**config.mk**
```make
export PLATFORM = sky130hd
export DESIGN_NAME = bloom_filter_three_hash_core
export DESIGN_NICKNAME = d
export VERILOG_FILES = /design/src/hdl/bft_pkg.sv /design/src/hdl/bft_hash.sv /design/src/hdl/bft_div.sv /design/src/hdl/bft_store.sv /design/src/hdl/bloom_filter_three_hash_core.sv
export SDC_FILE = /design/constraint.sdc
export NUM_CORES = 2
export LEC_CHECK = 0
export ABC_CLOCK_PERIOD_IN_PS = 64800
export BUFFER_PORTS_ARGS = -buffer_cell sky130_fd_sc_hd__buf_2
export CELL_PAD_IN_SITES_DETAIL_PLACEMENT = 0
export CELL_PAD_IN_SITES_GLOBAL_PLACEMENT = 1
export CORE_MARGIN = 4
export CORE_UTILIZATION = 54
export DETAILED_ROUTE_END_ITERATION = 7
export HOLD_SLACK_MARGIN = 0.03
export PLACE_DENSITY = 0.79
export SKIP_LAST_GASP = 1
export SLEW_MARGIN = 25
export SYNTH_ARGS = -nofsm -noshare
export SYNTH_HDL_FRONTEND = slang
export SYNTH_SLANG_ARGS = --single-unit
```
**constraint.sdc**
```tcl
create_clock -name clk -period 64.8 [get_ports clk]
set_input_delay 19.44 -clock clk [delete_from_list [all_inputs] [get_ports clk]]
set_output_delay 19.44 -clock clk [all_outputs]
set_load 0.01 [all_outputs]
```
**src/hdl/bft_pkg.sv**
```systemverilog
package bft_pkg;

  // Store geometry
  localparam int MAX_BITS = 1024;
  localparam int IDX_W    = (MAX_BITS > 1) ? $clog2(MAX_BITS) : 1;
  localparam int MOD_W    = $clog2(MAX_BITS + 1);

  // Configuration register
  localparam int CFG_W = 11;
  localparam logic [CFG_W-1:0] BIT_COUNT_RST = CFG_W'(1024);
  localparam int CMP_W = (CFG_W > MOD_W) ? CFG_W : MOD_W;

  // Field widths
  localparam int KEY_W = 32;
  localparam int DIV_W = 64;
  localparam int CNT_W = $clog2(DIV_W + 1);

  // Hash constants
  localparam logic [KEY_W-1:0] MULT_KNUTH = 32'd2654435761;
  localparam logic [KEY_W-1:0] MULT_POLY  = 32'd97;
  localparam logic [KEY_W-1:0] ADD_POLY   = 32'd13;

  typedef enum logic {
    CMD_INSERT = 1'b0,
    CMD_SEARCH = 1'b1
  } cmd_t;

  typedef enum logic [1:0] {
    PROBE_ID    = 2'd0,
    PROBE_KNUTH = 2'd1,
    PROBE_POLY  = 2'd2
  } probe_t;

  typedef struct packed {
    logic busy;
    logic done;
  } div_stat_t;

  typedef struct packed {
    logic             we;
    logic [IDX_W-1:0] addr;
  } store_req_t;

endpackage

```
**src/hdl/bft_hash.sv**
```systemverilog
module bft_hash (
  input  logic                        clk,
  input  logic                        load,
  input  logic [bft_pkg::KEY_W-1:0]   key,
  input  bft_pkg::probe_t             probe,
  output logic [bft_pkg::DIV_W-1:0]   hash
);

  logic [bft_pkg::KEY_W-1:0] mul;
  logic [bft_pkg::KEY_W-1:0] add;
  logic [bft_pkg::DIV_W-1:0] prod;
  logic [bft_pkg::DIV_W-1:0] corr;
  logic [bft_pkg::DIV_W-1:0] hash_r;

  always_comb begin
    case (probe)
      bft_pkg::PROBE_ID: begin
        mul = bft_pkg::KEY_W'(1);
        add = '0;
      end
      bft_pkg::PROBE_KNUTH: begin
        mul = bft_pkg::MULT_KNUTH;
        add = '0;
      end
      bft_pkg::PROBE_POLY: begin
        mul = bft_pkg::MULT_POLY;
        add = bft_pkg::ADD_POLY;
      end
      default: begin
        mul = '0;
        add = '0;
      end
    endcase
  end

  // Unsigned 32x32 product, then take off mul * 2^32 for a negative key
  assign prod = bft_pkg::DIV_W'(key) * bft_pkg::DIV_W'(mul);
  assign corr = key[bft_pkg::KEY_W-1] ? {mul, {bft_pkg::KEY_W{1'b0}}} : '0;

  always_ff @(posedge clk) begin
    if (load) begin
      hash_r <= prod + bft_pkg::DIV_W'(add) - corr;
    end
  end

  assign hash = hash_r;

endmodule

```
**src/hdl/bft_div.sv**
```systemverilog
module bft_div (
  input  logic                        clk,
  input  logic                        rst_n,
  input  logic                        start,
  input  logic [bft_pkg::DIV_W-1:0]   dividend,
  input  logic [bft_pkg::MOD_W-1:0]   modulus,
  output logic [bft_pkg::MOD_W-1:0]   rem,
  output bft_pkg::div_stat_t          stat
);

  logic [bft_pkg::DIV_W-1:0] num_r;
  logic [bft_pkg::MOD_W-1:0] rem_r;
  logic [bft_pkg::CNT_W-1:0] cnt_r;
  logic                      done_r;
  logic [bft_pkg::MOD_W:0]   shifted;
  logic                      ge;

  // One restoring step: bring in the next dividend bit, subtract if it fits
  assign shifted = {rem_r, num_r[bft_pkg::DIV_W-1]};
  assign ge      = shifted >= {1'b0, modulus};

  always_ff @(posedge clk) begin
    if (!rst_n) begin
      cnt_r  <= '0;
      done_r <= 1'b0;
    end else begin
      done_r <= 1'b0;
      if (start) begin
        cnt_r <= bft_pkg::CNT_W'(bft_pkg::DIV_W);
      end else if (cnt_r != '0) begin
        cnt_r <= cnt_r - bft_pkg::CNT_W'(1);
        if (cnt_r == bft_pkg::CNT_W'(1)) begin
          done_r <= 1'b1;
        end
      end
    end
  end

  always_ff @(posedge clk) begin
    if (start) begin
      num_r <= dividend;
      rem_r <= '0;
    end else if (cnt_r != '0) begin
      num_r <= {num_r[bft_pkg::DIV_W-2:0], 1'b0};
      rem_r <= ge ? bft_pkg::MOD_W'(shifted - {1'b0, modulus})
                  : shifted[bft_pkg::MOD_W-1:0];
    end
  end

  assign rem       = rem_r;
  assign stat.busy = cnt_r != '0;
  assign stat.done = done_r;

endmodule

```
**src/hdl/bft_store.sv**
```systemverilog
module bft_store (
  input  logic                        clk,
  input  logic                        rst_n,
  input  bft_pkg::store_req_t         req,
  output logic                        rd_bit,
  output logic                        clearing
);

  logic                      mem [bft_pkg::MAX_BITS];
  logic [bft_pkg::IDX_W-1:0] clr_idx_r;
  logic                      clearing_r;
  logic                      rd_r;

  // Sweep every entry to zero after reset
  always_ff @(posedge clk) begin
    if (!rst_n) begin
      clr_idx_r  <= '0;
      clearing_r <= 1'b1;
    end else if (clearing_r) begin
      clr_idx_r <= clr_idx_r + bft_pkg::IDX_W'(1);
      if (clr_idx_r == bft_pkg::IDX_W'(bft_pkg::MAX_BITS - 1)) begin
        clearing_r <= 1'b0;
      end
    end
  end

  always_ff @(posedge clk) begin
    if (clearing_r) begin
      mem[clr_idx_r] <= 1'b0;
    end else if (req.we) begin
      mem[req.addr] <= 1'b1;
    end
    rd_r <= mem[req.addr];
  end

  assign rd_bit   = rd_r;
  assign clearing = clearing_r;

endmodule

```
**src/hdl/bloom_filter_three_hash_core.sv**
```systemverilog
// Sequence: each input word runs three probes in turn;
//   a probe is hash, start, remainder, probe, check. The result then waits
//   in ST_FIN until the output register is free.
// Acceptance: a new word is taken only after the previous one has left ST_FIN;
//   the 64-step serial remainder unit, run once per probe, sets the pace.
// Reset: synchronous active-low rst_n; after release the bit store is swept to
//   zero entry by entry over all MAX_BITS (1024) entries, during which no input word is accepted.
//   bit_count resets to 1024.
module bloom_filter_three_hash_core (
  input  logic        clk,
  input  logic        rst_n,
  // input channel
  input  logic        in_tvalid,
  output logic        in_tready,
  input  logic [31:0] in_tdata,   // [31:0] key
  input  logic        in_tuser,   // [0] command
  // result channel
  output logic        out_tvalid,
  input  logic        out_tready,
  output logic [7:0]  out_tdata,  // [0] found, [7:1] zero
  // configuration
  input  logic        cfg_valid,
  output logic        cfg_ready,
  input  logic [10:0] cfg_data    // bit_count
);

  typedef enum logic [6:0] {
    ST_IDLE   = 7'b0000001,
    ST_HASH   = 7'b0000010,
    ST_DSTART = 7'b0000100,
    ST_DIV    = 7'b0001000,
    ST_PROBE  = 7'b0010000,
    ST_CHECK  = 7'b0100000,
    ST_FIN    = 7'b1000000
  } state_t;

  state_t                        st_r, st_nxt;
  bft_pkg::cmd_t                 cmd_r, cmd_nxt;
  logic [bft_pkg::KEY_W-1:0]     key_r, key_nxt;
  bft_pkg::probe_t               probe_r, probe_nxt;
  logic                          hit_r, hit_nxt;
  logic                          out_valid_r, out_valid_nxt;
  logic                          out_found_r, out_found_nxt;
  logic [bft_pkg::CFG_W-1:0]     bit_count_r;

  logic [bft_pkg::CMP_W-1:0]     bc_ext;
  logic [bft_pkg::MOD_W-1:0]     eff_mod;
  logic                          hash_ld;
  logic [bft_pkg::DIV_W-1:0]     hash;
  logic                          div_start;
  logic [bft_pkg::MOD_W-1:0]     rem;
  bft_pkg::div_stat_t            div_st;
  bft_pkg::store_req_t           store_req;
  logic                          rd_bit;
  logic                          clearing;
  logic                          in_acc;

  // Configuration: always ready; the user must write it only while idle, the block does not enforce this
  assign cfg_ready = 1'b1;

  always_ff @(posedge clk) begin
    if (!rst_n) begin
      bit_count_r <= bft_pkg::BIT_COUNT_RST;
    end else if (cfg_valid && cfg_ready) begin
      bit_count_r <= cfg_data;
    end
  end

  // Effective modulus: treat zero as one, clamp to the store size
  assign bc_ext = bft_pkg::CMP_W'(bit_count_r);

  always_comb begin
    if (bc_ext == '0) begin
      eff_mod = bft_pkg::MOD_W'(1);
    end else if (bc_ext > bft_pkg::CMP_W'(bft_pkg::MAX_BITS)) begin
      eff_mod = bft_pkg::MOD_W'(bft_pkg::MAX_BITS);
    end else begin
      eff_mod = bft_pkg::MOD_W'(bc_ext);
    end
  end

  // Shared multiplier: one probe product per pass
  bft_hash u_hash (
    .clk   (clk),
    .load  (hash_ld),
    .key   (key_r),
    .probe (probe_r),
    .hash  (hash)
  );

  // Shared serial remainder unit: one bit per cycle
  bft_div u_div (
    .clk      (clk),
    .rst_n    (rst_n),
    .start    (div_start),
    .dividend (hash),
    .modulus  (eff_mod),
    .rem      (rem),
    .stat     (div_st)
  );

  bft_store u_store (
    .clk      (clk),
    .rst_n    (rst_n),
    .req      (store_req),
    .rd_bit   (rd_bit),
    .clearing (clearing)
  );

  assign in_tready = (st_r == ST_IDLE) && !clearing;
  assign in_acc    = in_tvalid && in_tready;

  // Sequencer: hash, reduce, probe, three times per word
  always_comb begin
    st_nxt         = st_r;
    cmd_nxt        = cmd_r;
    key_nxt        = key_r;
    probe_nxt      = probe_r;
    hit_nxt        = hit_r;
    out_found_nxt  = out_found_r;
    out_valid_nxt  = out_valid_r && !out_tready;
    hash_ld        = 1'b0;
    div_start      = 1'b0;
    store_req.we   = 1'b0;
    store_req.addr = bft_pkg::IDX_W'(rem);

    case (st_r)
      ST_IDLE: begin
        if (in_acc) begin
          cmd_nxt   = bft_pkg::cmd_t'(in_tuser);
          key_nxt   = in_tdata;
          probe_nxt = bft_pkg::PROBE_ID;
          hit_nxt   = 1'b1;
          st_nxt    = ST_HASH;
        end
      end
      ST_HASH: begin
        hash_ld = 1'b1;
        st_nxt  = ST_DSTART;
      end
      ST_DSTART: begin
        div_start = 1'b1;
        st_nxt    = ST_DIV;
      end
      ST_DIV: begin
        if (div_st.done) begin
          st_nxt = ST_PROBE;
        end
      end
      ST_PROBE: begin
        // set the bit on insert; the read data lands next cycle either way
        store_req.we = (cmd_r == bft_pkg::CMD_INSERT);
        st_nxt       = ST_CHECK;
      end
      ST_CHECK: begin
        if (cmd_r == bft_pkg::CMD_SEARCH) begin
          hit_nxt = hit_r && rd_bit;
        end
        case (probe_r)
          bft_pkg::PROBE_ID: begin
            probe_nxt = bft_pkg::PROBE_KNUTH;
            st_nxt    = ST_HASH;
          end
          bft_pkg::PROBE_KNUTH: begin
            probe_nxt = bft_pkg::PROBE_POLY;
            st_nxt    = ST_HASH;
          end
          default: begin
            st_nxt = ST_FIN;
          end
        endcase
      end
      ST_FIN: begin
        // hold until the output register is free
        if (!out_valid_r || out_tready) begin
          out_valid_nxt = 1'b1;
          out_found_nxt = (cmd_r == bft_pkg::CMD_SEARCH) && hit_r;
          st_nxt        = ST_IDLE;
        end
      end
      default: begin
        st_nxt = ST_IDLE;
      end
    endcase
  end

  always_ff @(posedge clk) begin
    if (!rst_n) begin
      st_r        <= ST_IDLE;
      out_valid_r <= 1'b0;
    end else begin
      st_r        <= st_nxt;
      out_valid_r <= out_valid_nxt;
    end
  end

  always_ff @(posedge clk) begin
    cmd_r       <= cmd_nxt;
    key_r       <= key_nxt;
    probe_r     <= probe_nxt;
    hit_r       <= hit_nxt;
    out_found_r <= out_found_nxt;
  end

  assign out_tvalid = out_valid_r;
  assign out_tdata  = {7'b0, out_found_r};

  // No word enters while the store sweep is running
  a_no_accept_clearing: assert property (@(posedge clk) disable iff (!rst_n)
    in_acc |-> !clearing)
    else $error("input accepted during store clear");

  // Remainder is always below the modulus when the unit finishes
  a_rem_in_range: assert property (@(posedge clk) disable iff (!rst_n)
    div_st.done |-> (rem < eff_mod))
    else $error("remainder not reduced");

  // The remainder unit only finishes while the sequencer waits for it
  a_done_in_div: assert property (@(posedge clk) disable iff (!rst_n)
    div_st.done |-> (st_r == ST_DIV))
    else $error("remainder done outside wait state");

  // The store is probed only after the remainder unit has gone idle
  a_probe_after_div: assert property (@(posedge clk) disable iff (!rst_n)
    (st_r == ST_PROBE) |-> !div_st.busy)
    else $error("probe while remainder unit busy");

endmodule

```
Word level (Yosys, flattened, before mapping)
Memories as Yosys holds them, arrays and structs flattened. A register that Yosys moved wholly into a read port is not among the register bits.
Cells that the tools add are included.
{ "totals": {"register_bits": 214, "mem_bits_rw": 1024, "inputBits": 49, "output_inout_bits": 11, "n_memories": 1} }
{ "mem_list": {"columns": ["memory", "words", "width", "read_ports", "rd_clocked_by_memory_dff", "wr", "line", "source"], "rows": [
  ["u_store.mem", 1024, 1, 1, 1, 1, "bft_store.sv:9", "logic mem [bft_pkg::MAX_BITS];"]
]} }
{ "classes": {"add_sub_neg": 5, "multipliers": 1, "magnitude_cmp": 2, "eq_ne": 16, "muxes": 37, "bitwise_logic": 3, "reduce_logical": 23} }
{ "ops": {"columns": ["cell", "count"], "rows": [
  ["64-bit two-way mux", 3],
  ["32-bit case mux with 3 select lines", 1],
  ["64-bit by 4-bit adder with 64-bit output", 1],
  ["32-bit by 32-bit multiplier with 64-bit output", 1],
  ["64-bit subtractor", 1],
  ["7-bit case mux with 7 select lines", 1],
  ["7-bit two-way mux", 6],
  ["11-bit two-way mux", 3],
  ["1-bit two-way mux", 17],
  ["7-bit by 1-bit equality test with 1-bit output (second input constant)", 2],
  ["12-bit by 11-bit greater-or-equal comparator with 1-bit output", 1],
  ["11-bit greater-than comparator (second input constant)", 1],
  ["11-bit zero test", 1],
  ["11-bit subtractor", 1],
  ["10-bit by 1-bit adder with 10-bit output (second input constant)", 1],
  ["10-bit equality test (second input constant)", 1],
  ["10-bit two-way mux", 1],
  ["3-bit AND reduction", 3],
  ["2-bit case mux with 2 select lines", 2],
  ["7-bit by 2-bit equality test with 1-bit output (second input constant)", 1],
  ["7-bit by 3-bit equality test with 1-bit output (second input constant)", 1],
  ["7-bit by 4-bit equality test with 1-bit output (second input constant)", 1],
  ["7-bit by 5-bit equality test with 1-bit output (second input constant)", 1],
  ["7-bit by 6-bit equality test with 1-bit output (second input constant)", 1],
  ["other kinds (21)", 34]
]} }

Depth between registers and ports, before layout
{ "depth": {"word_depth": 7, "depth_mapped": 33, "depth_no_buf": 29} }

By module
From an unflattened synthesis, not the netlist that was laid out.
{ "hier_totals": {"cells_unflattened": 6388, "area_unflattened_um2": 77217.8} }
{ "by_module_without_submodules": {"columns": ["mod", "instances", "cells_each", "area_each_um2", "seq_area_each_um2"], "rows": [
  ["bft_store", 1, 3198, 45100.8, 30989.7],
  ["bft_hash", 1, 2723, 25833.5, 1921.8],
  ["bft_div", 1, 301, 4043.9, 2302.2],
  ["bloom_filter_three_hash_core", 1, 166, 2239.6, 1491.4]
]} }

Worst setup path after synthesis
OpenSTA, ideal clock, no wires.
{ "synth_timing": {"path_type": "reg-to-reg", "startpoint": "register st_r[2]", "endpoint": "memory u_store.mem[0], data pin", "setup_ns": 7.732, "t_arrival_ns": 39.209, "required_time_ns": 57.068, "setup_slack_ns": 17.859, "stages_incl_launch_ff": 4, "period_less_slack_ns": 46.941, "cell_sequence": "dfxtp_1 -> nor4_1 -> nand4bb_1 -> nor3_1"} }
{ "synth_between": {"elab_chain_len": 7} }
{ "synth_lines": {"columns": ["element", "line", "source"], "rows": [
  ["start, declared", "bloom_filter_three_hash_core.sv:37", "state_t st_r, st_nxt;"],
  ["start signal, assigned", "bloom_filter_three_hash_core.sv:192", "st_r <= st_nxt;"],
  ["7-bit by 5-bit equality test with 1-bit output", "bloom_filter_three_hash_core.sv:127", "case (st_r)"],
  ["1-bit two-way mux", "bloom_filter_three_hash_core.sv:127", null],
  ["1-bit two-way mux", "bft_store.sv:30", "end else if (req.we) begin"],
  ["1-bit two-way mux", "bft_store.sv:28", "if (clearing_r) begin"],
  ["1-bit two-way mux (implied by the code)", "bft_store.sv:31", "mem[req.addr] <= 1'b1;"],
  ["1-bit OR reduction (no line)", null, null],
  ["1-bit two-way mux (no line)", null, null],
  ["end, declared", "bft_store.sv:9", null]
]} }
Every way passes these cells.

Worst setup path after layout
{ "layout_timing": {"startpoint": "register st_r[2]", "endpoint": "output port in_tready"} }
{ "layout_between": {"elab_chain_len": 2} }
{ "layout_lines": {"columns": ["element", "line", "source"], "rows": [
  ["7-bit by 1-bit equality test with 1-bit output", "bloom_filter_three_hash_core.sv:110", "assign in_tready = (st_r == ST_IDLE) && !clearing;"],
  ["1-bit logical AND", "bloom_filter_three_hash_core.sv:110", null],
  ["end, declared", "bloom_filter_three_hash_core.sv:14", "output logic in_tready,"]
]} }
Every way passes these cells.

==> impl_metrics.json <==
{
  "status": "finished clean",
  "pin_count": 60,
  "required_ns": 45.36,
  "p_leak_uw": 0.0296,
  "grt_pass1_vias": 46507,
  "die_h_um": 384,
  "switching_share_pct": 41.3,
  "grt.total_usage_pct": 26.4,
  "nNetsFinal": 7027,
  "postCtsHoldBufs": 0,
  "dp_hpwl_um": 125000,
  "clockBufferDepth": 3,
  "met3RoutedLength_um": 18100,
  "final_util_pct": 58.9,
  "ir_drop_v": 0.0000764,
  "max_slew_margin_pct": 25.2,
  "cts.sink_count": 1239,
  "cts-htree-levels": 4,
  "gp_congestion": 0.948,
  "avgSynthCellArea_um2": 12.4,
  "power_density_nw_per_um2": 44.3,
  "drive_above_1_share_pct": 11.9,
  "top_layer": "met5",
  "yosys-top-cells-count": "1189 x edfxtp_1, 1118 x nor2_1, 845 x inv_1",
  "ys_ff_latch": 1239,
  "grt_max_degree": 309,
  "overflow": 0,
  "core_area_um2": 140000,
  "antenna_found_initial": 4,
  "numCtsBuffers": 131,
  "area_growth_pct": 8.03,
  "pwr-share-seq_pct": 27.7,
  "netlist_area_um2": 76300,
  "drc": 0,
  "period_share_pct": 33.4,
  "hp-class": "reg2reg",
  "cts_tree": "built",
  "slew_violations": 0,
  "clock.fmax_mhz": 46.3,
  "p_comb_share_pct": 52.2,
  "wl_um": 191000,
  "critPathArrivalTime_ns": 2.17,
  "setup_violations": 0,
  "power_frac_clock_pct": 20.1,
  "ys.flop_type": "edfxtp_1",
  "met2WireLength_um": 86100,
  "dieWidth_um": 384,
  "cts_setup_buffers": 0,
  "crit_type": "reg2out",
  "ant_nets": 0,
  "rsz0062_at_grt": "no",
  "wl_per_cell_um": 23.9,
  "vias": 46617,
  "critPathMaxFanout": 5,
  "insertion_delay_ns": 0.78,
  "root_buffer": "clkbuf_16",
  "initial_core_util_pct": 54.6,
  "port_buffers": 51,
  "endpoint_kind": "output port",
  "path_clk_slew_ns": 0.06,
  "diodes": 0,
  "cts_resized": 0,
  "drt-initial-drc-count": 5123,
  "rows": 137,
  "max_slew.worst_pin.slew_ns": 1.12,
  "fp.dieArea_um2": 147000,
  "synth_top_area_cell": "edfxtp_1",
  "ys_warn_count": 0,
  "grt_pass1_wl_um": 289000,
  "critPathLaunchType": "flop",
  "seq_area_frac_synth_pct": 48.1,
  "period_minus_slack_ns": 21.61,
  "ys_types": 73,
  "drv_cap": 0,
  "fin_skew_ns": 0.0533,
  "yosysMostFrequentCell": "edfxtp_1",
  "hold_viol": 0,
  "netlist.area_leader.share_pct": 46.8,
  "via_per_inst": 5.81,
  "ys_top_cells_by_area": "edfxtp_1 47%, fa_1 13%, mux4_2 9.8%, ha_1 7.1%, nor2_1 5.5%",
  "met1Wirelength_um": 81900,
  "firstDrtPassIters": 5,
  "intPower_uw": 2140,
  "tns_ns": 0,
  "power_switching_uw": 1510,
  "synthesis.instances": 6145,
  "async_flop_share_pct": 0,
  "synth-edff-count": 1189
}
stage by stage:
| step | setup slack (ns) | total power (uW) | instances | area [um^2] | hold slack, ns |
|---|---|---|---|---|---|
| 3_5_place_dp | 43.95 | 2930 | 7776 | 78000 | 0.463 |
| 6_report | 43.19 | 3650 | 8019 | 82400 | 0.474 |
| 3_3_place_gp | 43.99 | 2920 | 7776 | 78000 | 0.458 |
| 2_1_floorplan | 17.86 | 2460 | 6151 | 76300 | 0.445 |
| 4_1_cts | 43.15 | 3670 | 8016 | 82300 | 0.473 |
| 5_1_grt | 43.06 | 3940 | 8019 | 82400 | 0.504 |
power groups by stage:
| stage | registers [uW] | logic, uW | clock network [uW] |
|---|---|---|---|
| 6_report | 1010 | 1910 | 732 |
| 5_1_grt | 1020 | 2140 | 780 |
| 4_1_cts | 1020 | 1910 | 746 |
| 3_5_place_dp | 1030 | 1890 | 0 |
| 3_3_place_gp | 1030 | 1890 | 0 |
| 2_1_floorplan | 1010 | 1450 | 0 |
worst max-delay path, stage by stage (launching register included):
cell and delay, ns:
dfxtp_1 0.34, nor4_1 0.46, nand4bb_1 0.33, nor2_1 0.16, buf_2 0.16
metal layers:
metal  global-route usage, %  vias up
met5                       0        -
li1                        -    20482
met2                    39.2     1939
met4                    7.11        4
met3                    6.06      260
met1                    39.7    23932
logic make-up (layout without fill, tap and decap cells):
kind of cell / Yosys count / in the layout / synth area share, %
fa+ha+maj: 942 / 942 / 20.4
compound gates: 331 / 331 / 2.89
flops: 1239 / 1239 / 48.1
buf+inv: 1225 / 1217 / 6.29
mux: 351 / 351 / 10.1
other cells: 2 / 8 / 0.00984
simple gates: 1898 / 1898 / 10.4
xor+xnor: 157 / 157 / 1.80
state kept, by name (all words and copies together) (netlist names):
signal and cells:
bc_ext 11, cmd_r 1, hit_r 1, key_r 32, out_found_r 1, out_tvalid 1
probe_r 2, st_r 7, u_div.cnt_r 7, u_div.done_r 1, u_div.num_r 64, u_div.rem 11
u_hash.hash 64, u_store.clearing 1, u_store.clr_idx_r 10, u_store.mem 1024, u_store.rd_bit 1
final timing paths:
path / start / endpoint / slack (ns) / cells after the start
min: u_div.rem[10] / u_div.rem[10] / 0.47 / 2
max: st_r[2] / in_tready / 43.19 / 4
max reg2reg: probe_r[1] / u_hash.hash[62] / 54.61 / 28
min reg2reg: u_div.rem[10] / u_div.rem[10] / 0.47 / 2
layout by cell type (no fill, tap or decap), types with 9 or more instances in the layout:
| master | n |
|---|---|
| a211oi_1 | 10 |
| a21o_1 | 57 |
| a21oi_1 | 84 |
| a31oi_1 | 25 |
| and2_1 | 105 |
| and3_1 | 18 |
| buf_2 | 51 |
| buf_4 | 67 |
| clkbuf_1 | 29 |
| clkbuf_16 | 131 |
| clkinv_1 | 33 |
| clkinv_16 | 11 |
| clkinv_2 | 25 |
| dfxtp_1 | 46 |
| edfxtp_1 | 1189 |
| fa_1 | 508 |
| ha_1 | 433 |
| inv_1 | 843 |
| mux2i_1 | 18 |
| mux4_2 | 332 |
| nand2_1 | 382 |
| nand2_2 | 62 |
| nand2b_1 | 59 |
| nand3_1 | 22 |
| nand4_1 | 20 |
| nor2_1 | 1118 |
| nor2b_1 | 28 |
| nor3_1 | 26 |
| nor4_1 | 11 |
| o21a_1 | 13 |
| o21ai_0 | 50 |
| o21bai_1 | 20 |
| or2_2 | 9 |
| or3_1 | 11 |
| xnor2_1 | 88 |
| xor2_1 | 69 |
area by class of cell:
class | count | area [um^2]
Fill cell | 11233 | 57400
Sequential cell | 1239 | 36700
Multi-Input combinational cell | 3687 | 35000
Clock buffer | 160 | 3390
Inverter | 849 | 3190
Tap cell | 1876 | 2350
Timing Repair Buffer | 128 | 955
Clock inverter | 80 | 838
Power figures use the tool's default switching activity.
